File: config.mk
export PLATFORM = sky130hd
export DESIGN_NAME = dual_timer_counter_block_flat
export DESIGN_NICKNAME = d
export VERILOG_FILES = /design/src/hdl/dtc_pkg.sv /design/src/hdl/dtc_stream_if.sv /design/src/hdl/dtc_cfg_regs.sv /design/src/hdl/dtc_step_logic.sv /design/src/hdl/dual_timer_counter_block.sv /design/src/flat_wrapper.sv
export SDC_FILE = /design/constraint.sdc
export NUM_CORES = 1
export LEC_CHECK = 0
export BUFFER_PORTS_ARGS = -buffer_cell sky130_fd_sc_hd__buf_2
export CORE_UTILIZATION = 30
export CTS_CLUSTER_DIAMETER = 150
export CTS_CLUSTER_SIZE = 30
export DETAILED_ROUTE_END_ITERATION = 7
export PLACE_DENSITY = 0.78
export SLEW_MARGIN = 10
export SYNTH_ARGS = -nofsm -noshare
export SYNTH_HDL_FRONTEND = slang
export SYNTH_SLANG_ARGS = --single-unit
export TNS_END_PERCENT = 5
File: constraint.sdc
create_clock -name clk -period 0.8 [get_ports clk]
set_input_delay 0.04 -clock clk [delete_from_list [all_inputs] [get_ports clk]]
set_output_delay 0.04 -clock clk [all_outputs]
set_load 0.02 [all_outputs]
File: src/hdl/dtc_pkg.sv
package dtc_pkg;

	// request opcodes
	localparam logic [1:0] OP_TICK  = 2'd0;
	localparam logic [1:0] OP_WRITE = 2'd1;
	localparam logic [1:0] OP_READ  = 2'd2;

	// register selects
	localparam logic [2:0] REG_CTRL = 3'd0;
	localparam logic [2:0] REG_TL0  = 3'd1;
	localparam logic [2:0] REG_TH0  = 3'd2;
	localparam logic [2:0] REG_TL1  = 3'd3;
	localparam logic [2:0] REG_TH1  = 3'd4;

	// timer modes
	localparam logic [1:0] MODE_13BIT  = 2'd0;
	localparam logic [1:0] MODE_16BIT  = 2'd1;
	localparam logic [1:0] MODE_RELOAD = 2'd2;
	localparam logic [1:0] MODE_SPLIT  = 2'd3;

	// control byte bit positions
	localparam int TF1_POS = 7;
	localparam int TR1_POS = 6;
	localparam int TF0_POS = 5;
	localparam int TR0_POS = 4;

	// mode byte bit positions
	localparam int GATE1_POS = 7;
	localparam int CT1_POS   = 6;
	localparam int M1_LSB    = 4;
	localparam int GATE0_POS = 3;
	localparam int CT0_POS   = 2;
	localparam int M0_LSB    = 0;

	localparam int         PRESCALE_W = 5;
	localparam logic [7:0] BYTE_MAX   = 8'hff;

	// config port
	localparam int   CFG_ADDR_W     = 3;
	localparam int   CFG_DATA_W     = 32;
	localparam int   CFG_IDX_BIT    = 2;
	localparam logic CFG_IDX_MODE   = 1'b0;
	localparam logic CFG_IDX_SERIAL = 1'b1;

	typedef struct packed {
		logic [1:0] opcode;
		logic [2:0] register_select;
		logic [7:0] write_data;
	} cmd_t;

	typedef struct packed {
		logic [7:0] read_data;
		logic       timer0_flag;
		logic       timer1_flag;
		logic       baud_pulse;
	} res_t;

	typedef struct packed {
		logic [7:0] timer_mode;
		logic       serial_mode_one;
	} cfg_t;

	typedef struct packed {
		logic [7:0] t0_low;
		logic [7:0] t0_high;
		logic [7:0] t1_low;
		logic [7:0] t1_high;
		logic [7:0] control_flags;
	} timer_state_t;

endpackage

File: src/hdl/dtc_stream_if.sv
interface dtc_stream_if #(
	parameter type payload_t = logic
);
	logic     valid;
	logic     ready;
	payload_t data;

	modport source (output valid, output data, input ready);
	modport sink (input valid, input data, output ready);
endinterface

File: src/hdl/dtc_cfg_regs.sv
module dtc_cfg_regs import dtc_pkg::*; (
	input  logic                  clk,
	input  logic                  arst_n,
	input  logic                  psel,
	input  logic                  penable,
	input  logic                  pwrite,
	input  logic [CFG_ADDR_W-1:0] paddr,
	input  logic [CFG_DATA_W-1:0] pwdata,
	output logic [CFG_DATA_W-1:0] prdata,
	output logic                  pready,
	output cfg_t                  cfg
);
	cfg_t cfg_q;
	logic wr_en;

	assign pready = 1'b1;
	assign wr_en  = psel && penable && pwrite && pready;

	always_ff @(posedge clk or negedge arst_n) begin
		if (!arst_n) begin
			cfg_q <= '0;
		end else if (wr_en) begin
			if (paddr[CFG_IDX_BIT] == CFG_IDX_SERIAL) begin
				cfg_q.serial_mode_one <= pwdata[0];
			end else begin
				cfg_q.timer_mode <= pwdata[7:0];
			end
		end
	end

	always_comb begin
		prdata = '0;
		if (paddr[CFG_IDX_BIT] == CFG_IDX_MODE) begin
			prdata[7:0] = cfg_q.timer_mode;
		end else begin
			prdata[0] = cfg_q.serial_mode_one;
		end
	end

	assign cfg = cfg_q;
endmodule

File: src/hdl/dtc_step_logic.sv
module dtc_step_logic import dtc_pkg::*; (
	input  cmd_t         cmd,
	input  cfg_t         cfg,
	input  timer_state_t cur,
	output timer_state_t nxt,
	output res_t         res
);
	typedef struct packed {
		logic [7:0] lo;
		logic [7:0] hi;
		logic       ovf;
	} cnt_t;

	// one count step in 13-bit, 16-bit or auto-reload mode
	function automatic cnt_t advance(input logic [1:0] mode, input logic [7:0] lo,
			input logic [7:0] hi);
		cnt_t                r;
		logic [PRESCALE_W:0] pre;
		logic [8:0]          lo_inc;
		logic [8:0]          hi_inc;
		pre    = {1'b0, lo[PRESCALE_W-1:0]} + {{PRESCALE_W{1'b0}}, 1'b1};
		lo_inc = {1'b0, lo} + 9'd1;
		hi_inc = {1'b0, hi} + 9'd1;
		r.lo   = lo;
		r.hi   = hi;
		r.ovf  = 1'b0;
		case (mode)
			MODE_13BIT: begin
				r.lo = {lo[7:PRESCALE_W], pre[PRESCALE_W-1:0]};
				if (pre[PRESCALE_W]) begin
					r.hi  = hi_inc[7:0];
					r.ovf = hi_inc[8];
				end
			end
			MODE_16BIT: begin
				r.lo = lo_inc[7:0];
				if (lo_inc[8]) begin
					r.hi  = hi_inc[7:0];
					r.ovf = hi_inc[8];
				end
			end
			MODE_RELOAD: begin
				if (lo_inc[8]) begin
					r.lo  = hi;
					r.ovf = 1'b1;
				end else begin
					r.lo = lo_inc[7:0];
				end
			end
			default: begin
			end
		endcase
		return r;
	endfunction

	logic [1:0] m0;
	logic [1:0] m1;
	logic       run0;
	logic       run1;
	logic       split;
	cnt_t       adv0;
	cnt_t       adv1;
	logic       pulse;
	logic [7:0] rd;

	assign m0    = cfg.timer_mode[M0_LSB +: 2];
	assign m1    = cfg.timer_mode[M1_LSB +: 2];
	assign run0  = !cfg.timer_mode[GATE0_POS] && cur.control_flags[TR0_POS]
		&& !cfg.timer_mode[CT0_POS];
	assign run1  = !cfg.timer_mode[GATE1_POS] && cur.control_flags[TR1_POS]
		&& !cfg.timer_mode[CT1_POS];
	assign split = (m0 == MODE_SPLIT);
	assign adv0  = advance(m0, cur.t0_low, cur.t0_high);
	assign adv1  = advance(m1, cur.t1_low, cur.t1_high);

	always_comb begin
		nxt   = cur;
		pulse = 1'b0;
		rd    = '0;
		case (cmd.opcode)
			OP_TICK: begin
				if (split) begin
					// TL0 and TH0 run as two 8-bit timers
					if (run0) begin
						if (cur.t0_low == BYTE_MAX) nxt.control_flags[TF0_POS] = 1'b1;
						nxt.t0_low = cur.t0_low + 8'd1;
					end
					if (run1) begin
						if (cur.t0_high == BYTE_MAX) nxt.control_flags[TF1_POS] = 1'b1;
						nxt.t0_high = cur.t0_high + 8'd1;
					end
				end else if (run0) begin
					nxt.t0_low  = adv0.lo;
					nxt.t0_high = adv0.hi;
					if (adv0.ovf) nxt.control_flags[TF0_POS] = 1'b1;
				end
				if (run1) begin
					nxt.t1_low  = adv1.lo;
					nxt.t1_high = adv1.hi;
					if (adv1.ovf && !split) nxt.control_flags[TF1_POS] = 1'b1;
					// serial bit clock consumes the flag
					if (nxt.control_flags[TF1_POS] && cfg.serial_mode_one) begin
						pulse = 1'b1;
						nxt.control_flags[TF1_POS] = 1'b0;
					end
				end
			end
			OP_WRITE: begin
				case (cmd.register_select)
					REG_CTRL: nxt.control_flags = cmd.write_data;
					REG_TL0:  nxt.t0_low        = cmd.write_data;
					REG_TH0:  nxt.t0_high       = cmd.write_data;
					REG_TL1:  nxt.t1_low        = cmd.write_data;
					REG_TH1:  nxt.t1_high       = cmd.write_data;
					default: begin
					end
				endcase
			end
			OP_READ: begin
				case (cmd.register_select)
					REG_CTRL: rd = cur.control_flags;
					REG_TL0:  rd = cur.t0_low;
					REG_TH0:  rd = cur.t0_high;
					REG_TL1:  rd = cur.t1_low;
					REG_TH1:  rd = cur.t1_high;
					default:  rd = '0;
				endcase
			end
			default: begin
			end
		endcase
	end

	assign res.read_data   = rd;
	assign res.timer0_flag = nxt.control_flags[TF0_POS];
	assign res.timer1_flag = nxt.control_flags[TF1_POS];
	assign res.baud_pulse  = pulse;
endmodule

File: src/hdl/dual_timer_counter_block.sv
// dual timer/counter block: timer 0 and timer 1 of a classic 8-bit controller
// cmd channel: one request per machine-cycle tick, register write or register read
//   (opcode, register_select, write_data); valid/ready, taken when both are high
// rsp channel: exactly one result per request, in request order
//   (read_data, timer0_flag, timer1_flag, baud_pulse)
// apb port: mode byte at byte address 0, serial mode one select at address 4;
//   pready is tied high, write only while no request is in flight
// a request taken on cmd goes to the input register, then its result to the result register, which drives rsp
// throughput: one request per clock while rsp does not stall; the input register feeds a single pass of
//   increment/compare logic that updates the timer registers and the result register
// the timer registers only change when a request leaves the input register, so
//   each request sees exactly the state left by the one before it
// rsp stall: the result register holds; the input register can still take one
//   more request, then cmd.ready drops until rsp drains
// reset (arst_n low): timers, control byte, mode byte and valids clear at once;
//   no clearing pass, the block takes requests as soon as reset is released
module dual_timer_counter_block import dtc_pkg::*; (
	input  logic                  clk,
	input  logic                  arst_n,
	dtc_stream_if.sink            cmd,
	dtc_stream_if.source          rsp,
	input  logic                  psel,
	input  logic                  penable,
	input  logic                  pwrite,
	input  logic [CFG_ADDR_W-1:0] paddr,
	input  logic [CFG_DATA_W-1:0] pwdata,
	output logic [CFG_DATA_W-1:0] prdata,
	output logic                  pready
);
	cfg_t         cfg;
	cmd_t         cmd_s1;
	logic         cmd_vld_s1;
	timer_state_t state_q;
	timer_state_t state_nxt;
	res_t         res_nxt;
	res_t         res_q;
	logic         res_vld_q;
	logic         out_free;
	logic         s1_adv;

	// configuration registers and apb decode
	dtc_cfg_regs u_cfg_regs (
		.clk     (clk),
		.arst_n  (arst_n),
		.psel    (psel),
		.penable (penable),
		.pwrite  (pwrite),
		.paddr   (paddr),
		.pwdata  (pwdata),
		.prdata  (prdata),
		.pready  (pready),
		.cfg     (cfg)
	);

	// result register is free when empty or being drained this cycle
	assign out_free  = !res_vld_q || rsp.ready;
	assign s1_adv    = cmd_vld_s1 && out_free;
	assign cmd.ready = !cmd_vld_s1 || out_free;

	// input register
	always_ff @(posedge clk or negedge arst_n) begin
		if (!arst_n) begin
			cmd_vld_s1 <= 1'b0;
		end else if (cmd.ready) begin
			cmd_vld_s1 <= cmd.valid;
		end
	end

	always_ff @(posedge clk) begin
		if (cmd.valid && cmd.ready) begin
			cmd_s1 <= cmd.data;
		end
	end

	// single pass: tick, write or read against the current timer state
	dtc_step_logic u_step_logic (
		.cmd (cmd_s1),
		.cfg (cfg),
		.cur (state_q),
		.nxt (state_nxt),
		.res (res_nxt)
	);

	// architectural timer state, committed as the request leaves the input register
	always_ff @(posedge clk or negedge arst_n) begin
		if (!arst_n) begin
			state_q <= '0;
		end else if (s1_adv) begin
			state_q <= state_nxt;
		end
	end

	// result register
	always_ff @(posedge clk or negedge arst_n) begin
		if (!arst_n) begin
			res_vld_q <= 1'b0;
		end else if (out_free) begin
			res_vld_q <= cmd_vld_s1;
		end
	end

	always_ff @(posedge clk) begin
		if (s1_adv) begin
			res_q <= res_nxt;
		end
	end

	assign rsp.valid = res_vld_q;
	assign rsp.data  = res_q;
endmodule

File: src/flat_wrapper.sv
// flat-port wrapper written by rule: the top's interface ports become plain ports
module dual_timer_counter_block_flat import dtc_pkg::*;
  (clk, arst_n, psel, penable, pwrite, paddr, pwdata, prdata, pready, cmd_valid, cmd_data, cmd_ready, rsp_valid, rsp_data, rsp_ready);
  dtc_stream_if cmd_i ();
  dtc_stream_if rsp_i ();
  input  logic clk;
  input  logic arst_n;
  input  logic psel;
  input  logic penable;
  input  logic pwrite;
  input  logic [CFG_ADDR_W-1:0] paddr;
  input  logic [CFG_DATA_W-1:0] pwdata;
  output logic [CFG_DATA_W-1:0] prdata;
  output logic pready;
  input wire logic [$bits(cmd_i.valid)-1:0] cmd_valid;
  input wire logic [$bits(cmd_i.data)-1:0] cmd_data;
  output wire logic [$bits(cmd_i.ready)-1:0] cmd_ready;
  output wire logic [$bits(rsp_i.valid)-1:0] rsp_valid;
  output wire logic [$bits(rsp_i.data)-1:0] rsp_data;
  input wire logic [$bits(rsp_i.ready)-1:0] rsp_ready;
  assign cmd_i.valid = cmd_valid;
  assign cmd_i.data = cmd_data;
  assign cmd_ready = cmd_i.ready;
  assign rsp_valid = rsp_i.valid;
  assign rsp_data = rsp_i.data;
  assign rsp_i.ready = rsp_ready;
  dual_timer_counter_block u_core (.clk(clk), .arst_n(arst_n), .cmd(cmd_i), .rsp(rsp_i), .psel(psel), .penable(penable), .pwrite(pwrite), .paddr(paddr), .pwdata(pwdata), .prdata(prdata), .pready(pready));
endmodule
==> impl_metrics.csv, run 1 <==
group,metric,value,unit
run_status,outcome,"complete, but fails checks",
run_status,violations,"negative setup slack",
setup_path,endpoint_kind,"output pin",
floorplanning,fp.dieH,51.31,um
setup_path,crit_slowest_cell,"dfrtp_1",
route,ant_nets,0,
timing,rsz0062_at_grt,"true",
timing,period_share,1.349,
clock_network,clock_sinks,11,
final_layout,drive_gt1_frac,0.5161,
floorplanning,die_width,51.31,um
final_layout,fin_util,0.3829,
grt,grt_max_degree,12,
setup_path,cpLargestDelayFamily,"flip-flops",
final_layout,multiInputGateArea,334.1,um2
yosys,synth_seq_cells,11,
yosys,yosys_warnings,0,
grt,grt_usage,0.09770,
setup_path,worstPathMaxFanout,2,
floorplanning,dieArea,0.002633,mm2
floorplanning,rows,17,
setup_path,path_class,"reg -> out",
clock_network,clk_latency,0.26,ns
timing,setup_slack,-0.2791,ns
timing,fmax,0.9267,GHz
final_layout,seq_area,276.5,um2
yosys,yosysTopAreaCellShare,0.3774,
yosys,yosys-top-cells-area,"dfrtp_1, buf_4, mux2_2, and2b_2, mux2_4",
timing,drv_slew,0,
route,via_count,451,
pwr,powerDensity,1927,mW/mm2
final_layout,finalInstanceArea,863.3,um2
route,wire_per_inst,9.694,um
clock_network,cts_buffers,3,
yosys,seq_area_frac_synth,0.3774,
grt,grt_pass1_wl,1.904,mm
route,dr.pass1.iters,3,
final_layout,num_antenna_cells,0,
placement,post-dp-hpwl,967.1,um
pwr,ir_worst_vdd,0.9888,mV
min_path,min_path_type,"in -> reg",
grt,antenna_found_initial,0,
setup_path,crit_required,0.76,ns
setup_path,max_stage_delay,0.38,ns
clock_network,clkSlewWorstSetupHoldPaths,0.07,ns
route,dr.first_iter.drc_count,3,
placement,place_congestion,0.5896,
floorplanning,core_area,0.002255,mm2
placement,dpl_cell_area,782.0,um2
timing,period_needed,1.079,ns
timing,fin_setup_tns,-2.017,ns
final_layout,layout.nets,137,
clock_network,cts_tree,"yes",
setup_path,critPathArrivalTime,1.04,ns
route,wirelength,1.173,mm
setup_path,path_buf_inv,1,
yosys,synth_cells,63,
final_layout,syn2layout_area_growth,18.35,%
route,drc_errors,0,
floorplanning,initial_core_util,0.3235,
setup_path,worstSetupStartpointType,"register",
yosys,synth_largest_area_cell,"dfrtp_1",
placement,port_buffers,25,
grt,grt_pass1_vias,454,
final_layout,fillerInstances,236,
grt,grt_overflow,0,
setup_path,crit_chain,"mux2_2 > buf_6",
yosys,ys_types,13,
clock_network,htree_levels,1,
route,avgViaCountPerCell,3.727,
timing,setup-violations-final,10,
timing,hold_viol_final,0,
run,maxCapViolCount,0,
timing,fin_skew,0.000002054,ns
clock_network,cts_root_buffer,"clkbuf_4",
yosys,synth.avg_cell_area,11.58,um2
yosys,syn_area,729.5,um2
clock_network,clock_path_buffers,2,
floorplanning,ios,79,
pwr,p_leak,0.4822,nW
## per-stage QoR
step           std cells  worst slack (ns)  power [W]  hold WS [ns]
2_1_floorplan         87          -0.06792   0.001198       -0.2556
3_3_place_gp         114          -0.06325   0.001229      -0.08373
3_5_place_dp         114          -0.09522   0.001253      -0.08029
4_1_cts              120           -0.2908   0.001660      0.004998
5_1_grt              121           -0.3296   0.001772      0.005327
6_report             121           -0.2791   0.001664      0.009146
## cells in the mapped netlist
| cell | count |
|---|---|
| dfrtp_1 | 11 |
| nand4_1 | 1 |
| buf_4 | 26 |
| buf_6 | 1 |
| and2b_2 | 7 |
| inv_1 | 1 |
| a21o_1 | 1 |
| mux2_4 | 3 |
| conb_1 | 2 |
| nand4b_4 | 1 |
| nand2b_1 | 1 |
| mux2_2 | 7 |
| nand3b_1 | 1 |
## layout make-up
class / instances / share of cell area
flip-flops and latches: 11 / 0.3203
clock buffers: 4 / 0.03043
multi-input cells: 48 / 0.3870
inverters: 1 / 0.004348
repair buffers: 29 / 0.2174
well taps: 28 / 0.04058
## sequential cells by signal, indices dropped and copies added (netlist names)
name,cells
u_core.u_cfg_regs.cfg,9
u_core.cmd_vld_s1,1
u_core.rsp.valid,1
## cell usage in the layout, fill, tap and decap left out, drive strengths merged
| master | Yosys | layout |
|---|---|---|
| a21o | 1 | 1 |
| and2b | 7 | 7 |
| buf | 27 | 26 |
| clkbuf | 0 | 4 |
| conb | 2 | 26 |
| dfrtp | 11 | 11 |
| dlygate4sd3 | 0 | 3 |
| inv | 1 | 1 |
| mux2 | 10 | 10 |
| nand2b | 1 | 1 |
| nand3b | 1 | 1 |
| nand4 | 1 | 1 |
| nand4b | 1 | 1 |
## metal layers
layer | track usage | up-vias | wire [um]
met5 | 0 | - | 0
met4 | 0.02703 | 0 | 0
met3 | 0.03274 | 0 | 114
met2 | 0.1864 | 29 | 611
met1 | 0.09982 | 214 | 447
li1 | - | 208 | -
## power by group
group          leakage (nW)  internal (W)  total (W)  switching, W
clock                0.0150      0.000192   0.000372      0.000180
sequential            0.129      0.000664   0.000718     0.0000536
combinational         0.339      0.000267   0.000573      0.000306
total                 0.482       0.00112    0.00166      0.000540
## cells by family after synthesis
family	after synthesis	synth area share
compound gates	1	0.01030
buf+inv	28	0.2882
flops	11	0.3774
mux	10	0.1698
simple gates	11	0.1441
other cells	2	0.01030
## what timing repair did
item | 4_1_cts | 5_1_grt
hold buffers | 2 | 1
endpoints found under the hold margin | 12 | 1
pin swaps | 1 | 0
buffers inserted | 0 | 0
gates resized for setup | 4 | 4
gates cloned | 0 | 0
endpoints found under the setup margin | 10 | 10
## worst paths after layout
path                                                 startpoint                                   end  slack (ns)  cells after the start
setup / recovery           u_core.u_cfg_regs.cfg[0]$_DFFE_PN0P_                             prdata[0]       -0.28                      2
hold / removal                                        pwdata[4]  u_core.u_cfg_regs.cfg[5]$_DFFE_PN0P_       0.009                      2
setup reg to reg           u_core.u_cfg_regs.cfg[3]$_DFFE_PN0P_  u_core.u_cfg_regs.cfg[3]$_DFFE_PN0P_        0.05                      1
hold reg to reg                   u_core.cmd_vld_s1$_DFFE_PN0P_          u_core.rsp.valid$_DFFE_PN0P_        0.47                      1
max in group asynchronous                                arst_n          u_core.rsp.valid$_DFFE_PN0P_        0.41                      2
min in group asynchronous                                arst_n  u_core.u_cfg_regs.cfg[7]$_DFFE_PN0P_        0.17                      2
Note: power is estimated with default switching activity, not from simulation.
==> run 2: changes to the inputs <==
--- a/config.mk
+++ b/config.mk
@@ -6,7 +6,11 @@
 export NUM_CORES = 1
 export LEC_CHECK = 0
 export BUFFER_PORTS_ARGS = -buffer_cell sky130_fd_sc_hd__buf_2
-export CORE_UTILIZATION = 30
+export CELL_PAD_IN_SITES_DETAIL_PLACEMENT = 0
+export CELL_PAD_IN_SITES_GLOBAL_PLACEMENT = 1
+export CORE_ASPECT_RATIO = 0.5
+export CORE_MARGIN = 10
+export CORE_UTILIZATION = 20
 export CTS_CLUSTER_DIAMETER = 150
 export CTS_CLUSTER_SIZE = 30
 export DETAILED_ROUTE_END_ITERATION = 7
==> constraint.sdc (replaced) <==
create_clock -name clk -period 0.9 [get_ports clk]
set_input_delay 0.045 -clock clk [delete_from_list [all_inputs] [get_ports clk]]
set_output_delay 0.045 -clock clk [all_outputs]
set_load 0.02 [all_outputs]
==> run 2 against run 1 <==
The run still ends with negative setup slack left; cell count up 18%; global-route usage down 5.3 points; count of clock-buffer cells in the layout unchanged; hold slack better by 0.032 ns; sequential share of layout area down 1.9 points; combinational power down 7.3%; critical endpoint unchanged.
==> impl_metrics.csv, run 2 (synthesis results as in run 1) <==
group,metric,value,unit
grt,grt_max_degree,12,
setup_path,r2r-start,"u_core.u_cfg_regs.cfg[4]$_DFFE_PN0P_",
grt,grt_pass1_wl,2.442,mm
placement,place_congestion,0.7047,
clock_network,clock_path_buffers,2,
clock_network,clock_sinks,11,
pwr,power_switching,0.0004945,W
final_layout,num_antenna_cells,0,
pwr,clockPowerShare,0.291,
pwr,powerDensity,1803,mW/mm2
setup_path,critPathArrivalTime,1.01,ns
clock_network,cts_buffers,3,
route,dr.pass1.iters,2,
clock_network,cts_root_buffer,"clkbuf_8",
route,wire_per_inst,10.76,um
grt,antenna_found_initial,0,
route,via_count,440,
run_status,outcome,"complete, but fails checks",
floorplanning,rows,15,
grt,grt_overflow,0,
timing,fmax,0.9523,GHz
floorplanning,die_width,105.4,um
final_layout,layout.nets,136,
clock_network,clkSlewWorstSetupHoldPaths,0.05,ns
min_path,min_path_type,"in -> reg",
final_layout,largest_reg_flops,9,
placement,dpl.cell_count,137,
floorplanning,ios,79,
placement,port_buffers,25,
pwr,ir_worst_vdd,0.3767,mV
final_layout,fillerInstances,365,
setup_path,crit_chain,"mux2_2 > buf_6",
route,met3WireLength,71,um
route,wirelength,1.539,mm
placement,post-dp-hpwl,1.290,mm
setup_path,worstPathMaxFanout,2,
pwr,total_power,0.001645,W
timing,period_needed,1.050,ns
timing,setup-violations-final,9,
pwr,p_leak,0.4889,nW
floorplanning,initial_core_util,0.2101,
route,dr_wl_met2,933,um
route,dr.first_iter.drc_count,11,
timing,hold_viol_final,0,
timing,period_share,1.167,
setup_path,max_stage_delay,0.37,ns
route,drc_errors,0,
clock_network,htree_levels,1,
final_layout,drive_gt1_frac,0.5109,
setup_path,path_class,"reg -> out",
final_layout,final_cells,143,
floorplanning,core_area,0.003472,mm2
setup_path,worstSetupStartpointType,"register",
run,maxCapViolCount,0,
timing,drv_slew,0,
route,ant_nets,0,
clock_network,clk_latency,0.23,ns
pwr,switching_share,0.3006,
final_layout,final_cell_mix,"conb_1, buf_2, dfrtp_1",
setup_path,crit_required,0.85,ns
floorplanning,fp.dieH,62.71,um
clock_network,cts_tree,"yes",
pwr,power_frac_seq,0.386,
final_layout,final_common_cell,"conb_1",
clock_network,post_cts_buffers,0,
pwr,p_int,0.001150,W
final_layout,syn2layout_area_growth,25.04,%
route,avgViaCountPerCell,3.077,
placement,place_ws,-0.008706,ns
min_path,hp-start,"pwdata[6]",
timing,setup_slack,-0.1501,ns
timing,rsz0062_at_grt,"true",
run_status,violations,"negative setup slack",
pwr,combPwrFrac,0.323,
route,wl_met1,514,um
setup_path,startpoint,"u_core.u_cfg_regs.cfg[1]$_DFFE_PN0P_",
timing,fin_skew,0.00009806,ns
floorplanning,dieArea,0.006609,mm2
grt,grt_pass1_vias,534,
setup_path,endpoint_kind,"output pin",
route,top_layer_used,"met4",
grt,grt_usage,0.04508,
setup_path,crit_slowest_cell,"dfrtp_1",
run 2: area by class of cell:
type | count | area, um2 | share of cell area
Timing Repair Buffer | 28 | 190.2 | 0.2085
Multi-Input combinational cell | 48 | 334.1 | 0.3663
Clock buffer | 4 | 45.04 | 0.04938
Inverter | 1 | 3.754 | 0.004115
Sequential cell | 11 | 275.3 | 0.3018
Tap cell | 51 | 63.81 | 0.06996
run 2: worst paths after layout:
kind	end	slack [ns]	cells past startpoint
max	prdata[0]	-0.15	2
min	u_core.u_cfg_regs.cfg[7]$_DFFE_PN0P_	0.04	2
max reg2reg	u_core.u_cfg_regs.cfg[4]$_DFFE_PN0P_	0.15	1
min reg2reg	u_core.rsp.valid$_DFFE_PN0P_	0.46	1
max in group asynchronous	u_core.u_cfg_regs.cfg[0]$_DFFE_PN0P_	0.47	2
min in group asynchronous	u_core.cmd_vld_s1$_DFFE_PN0P_	0.23	2
run 2: per-stage QoR:
step | area [um2] | setup TNS (ns) | util | hold slack [ns]
global placement | 809.5 | -0.00009809 | 0.2332 | -0.07859
finish | 912.1 | -0.6887 | 0.2627 | 0.04146
global route | 912.1 | -1.016 | 0.2627 | 0.03086
CTS | 899.6 | -0.7820 | 0.2591 | 0.03792
detailed placement | 809.5 | -0.01882 | 0.2332 | -0.07430
floorplan | 819.5 | 0 | - | -0.2506
run 2: routing by layer:
layer | up-vias | track usage
li1 | 207 | -
met3 | 2 | 0.01235
met1 | 213 | 0.04126
met2 | 18 | 0.08796
met4 | 0 | 0.02551
met5 | - | 0
run 2: what timing repair did:
action | 4_1_cts | 5_1_grt
hold endpoints to repair | 12 | 0
resized for setup | 8 | 4
gates cloned | 0 | 0
hold buffers | 2 | 0
endpoints found under the setup margin | 9 | 9
pin swaps | 1 | 0
run 2: critical path: cells and delay by family (launching register included):
kind	cells	cell delay (ns)
buf+inv	1	0.13
flops	1	0.37
mux	1	0.27
run 2: power groups by stage:
stage	Clock, W	Combinational [W]	Sequential [W]
6_report	0.000479	0.000531	0.000635
5_1_grt	0.000525	0.000570	0.000650
4_1_cts	0.000495	0.000516	0.000635
3_5_place_dp	0	0.000470	0.000643
3_3_place_gp	0	0.000465	0.000639
2_1_floorplan	0	0.000431	0.000634
==> run 3: changes to the inputs <==
--- a/config.mk
+++ b/config.mk
@@ -10,13 +10,14 @@
 export CELL_PAD_IN_SITES_GLOBAL_PLACEMENT = 1
 export CORE_ASPECT_RATIO = 0.5
 export CORE_MARGIN = 10
-export CORE_UTILIZATION = 20
+export CORE_UTILIZATION = 41
 export CTS_CLUSTER_DIAMETER = 150
 export CTS_CLUSTER_SIZE = 30
 export DETAILED_ROUTE_END_ITERATION = 7
-export PLACE_DENSITY = 0.78
+export PLACE_DENSITY = 0.83
 export SLEW_MARGIN = 10
 export SYNTH_ARGS = -nofsm -noshare
 export SYNTH_HDL_FRONTEND = slang
+export SYNTH_HIERARCHICAL = 1
 export SYNTH_SLANG_ARGS = --single-unit
 export TNS_END_PERCENT = 5
==> run 3 against run 2 <==
Fmax fell by 49%; the run still ends with negative setup slack left; via count rose to 9.7 times the previous value; combinational power rose to 13 times the previous value; flip-flop and latch count rose by 37; first-iteration DRC count rose to 34 times the previous value; area after synthesis rose to 6.1 times the previous value; total power rose to 7.6 times the previous value; critical path depth rose by 6.
==> impl_metrics.csv, run 3 <==
group,metric,value,unit
run_status,outcome,"complete, but fails checks",
run_status,violations,"negative setup slack",
route,via_count,4268,
pwr,p_leak,2.808,nW
timing,rsz0062_at_grt,"true",
yosys,syn_area,0.004448,mm2
setup_path,worstPathMaxFanout,5,
timing,setup_slack,-1.173,ns
final_layout,final_common_cell,"buf_4",
floorplanning,fp.dieH,93.65,um
timing,fin_skew,0.006405,ns
pwr,ir_worst_vdd,0.9621,mV
clock_network,cts_tree,"yes",
setup_path,path_class,"reg -> reg",
final_layout,drive_gt1_frac,0.4106,
grt,grt_max_degree,47,
timing,hold_viol_final,0,
floorplanning,ios,79,
floorplanning,rows,26,
pwr,powerDensity,2078,mW/mm2
placement,post-dp-hpwl,9.246,mm
timing,setup-violations-final,56,
min_path,min_path_type,"in -> reg",
final_layout,final_cell_mix,"buf_4, conb_1, mux2_4",
grt,grt_pass1_wl,21.65,mm
placement,dpl_cell_area,0.005522,mm2
final_layout,num_antenna_cells,0,
yosys,yosys_warnings,6,
clock_network,clkSlewWorstSetupHoldPaths,0.07,ns
final_layout,layout.nets,689,
placement,port_buffers,27,
setup_path,max_stage_delay,0.40,ns
setup_path,critPathArrivalTime,2.26,ns
floorplanning,initial_core_util,0.4286,
setup_path,cpLargestDelayFamily,"compound AO/OA/AOI/OAI gates",
final_layout,largest_reg_flops,35,
route,dr.first_iter.drc_count,379,
final_layout,largest_register,"u_core/state_q",
route,ant_nets,0,
setup_path,crit_chain,"ha_4 > nand3_4 > buf_6 > buf_4 > o41ai_1 > a41oi_1 > a41o_1 > mux2_4",
route,drc_errors,0,
floorplanning,die_width,167.3,um
timing,period_share,2.303,
yosys,synth.avg_cell_area,9.247,um2
final_layout,fin_util,0.5808,
setup_path,crit_slowest_cell,"dfrtp_1",
grt,grt_pass1_vias,4327,
clock_network,clk_latency,0.30,ns
run,maxCapViolCount,0,
setup_path,worstSetupStartpointType,"register",
final_layout,fillerInstances,909,
grt,grt_usage,0.1628,
route,wire_per_inst,16.80,um
setup_path,endpoint_kind,"register",
clock_network,cts_root_buffer,"clkbuf_16",
clock_network,clock_sinks,48,
clock_network,clock_path_buffers,2,
timing,fin_setup_tns,-40.22,ns
route,dr.pass1.iters,5,
placement,place_ws,-1.256,ns
timing,period_needed,2.073,ns
final_layout,syn2layout_area_growth,35.50,%
yosys,synth_cells,481,
grt,grt_overflow,0,
route,avgViaCountPerCell,5.451,
timing,drv_slew,0,
setup_path,crit_required,1.09,ns
setup_path,path_buf_inv,2,
grt,antenna_found_initial,0,
floorplanning,core_area,0.01038,mm2
clock_network,htree_levels,2,
route,wirelength,13.16,mm
clock_network,cts_buffers,5,
placement,place_congestion,0.9294,
final_layout,finalInstanceArea,0.006027,mm2
floorplanning,dieArea,0.01567,mm2
timing,fmax,0.4824,GHz
-- run 3: worst register-to-register path: cells and delay by family (launching register included) --
kind	cells	cell delay, ns
AO/OA/AOI/OAI	3	0.73
adder cells (fa/ha/maj)	1	0.17
buffers and inverters	2	0.30
flip-flops	1	0.40
multiplexers	1	0.26
AND/OR/NAND/NOR	1	0.11
-- run 3: final cells by class --
class,count,area (um2),share of cell area
clock buffer,6,138.9,0.02304
sequential,48,1217,0.2020
clock inverter,2,10.01,0.001661
timing repair buffer,153,1225,0.2032
multi-input combinational,418,3201,0.5310
inverter,16,60.06,0.009965
tap,140,175.2,0.02906
-- run 3: per-stage QoR --
| step | std cells | power, W | hold slack [ns] |
|---|---|---|---|
| floorplan | 542 | 0.007500 | -0.2506 |
| global placement | 761 | 0.009802 | 0.05561 |
| detailed placement | 761 | 0.009969 | 0.05843 |
| CTS | 783 | 0.01229 | 0.04333 |
| global route | 783 | 0.01335 | 0.07301 |
| finish | 783 | 0.01253 | 0.04573 |
-- run 3: report_power, final --
group / internal, W / switching, W / leakage [nW]
Sequential: 0.00290 / 0.000671 / 0.586
Combinational: 0.00384 / 0.00314 / 2.15
Clock: 0.00110 / 0.000879 / 0.0766
Total: 0.00784 / 0.00469 / 2.81
-- run 3: what timing repair did --
action / CTS / global route
hold endpoints to repair: 57 / 0
endpoints found under the setup margin: 56 / 58
hold buffers: 11 / 0
buffers inserted: 4 / 0
gates cloned: 0 / 0
pin swaps: 23 / 8
gates resized for setup: 41 / 21
-- run 3: worst paths after layout --
path                                                start                        endpoint  slack, ns  depth (start not counted)
max reg2reg                u_core/state_q[33]$_DFFE_PN0P_  u_core/state_q[39]$_DFFE_PN0P_      -1.17                          8
min reg2reg                  u_core/rsp.valid$_DFFE_PN0P_    u_core/rsp.valid$_DFFE_PN0P_       0.57                          2
max                        u_core/state_q[33]$_DFFE_PN0P_  u_core/state_q[39]$_DFFE_PN0P_      -1.17                          8
min                                             rsp_ready    u_core/rsp.valid$_DFFE_PN0P_       0.05                          3
min in group asynchronous                          arst_n  u_core/state_q[15]$_DFFE_PN0P_       0.27                          3
max in group asynchronous                          arst_n  u_core/state_q[32]$_DFFE_PN0P_       0.39                          3
-- run 3: routing by layer --
metal,GRT usage,part of all wire,vias to the layer above
li1,-,-,2040
met1,0.2106,0.47,2081
met2,0.2788,0.48,130
met3,0.02632,0.042,17
met4,0.04035,0.012,0
met5,0,0,-
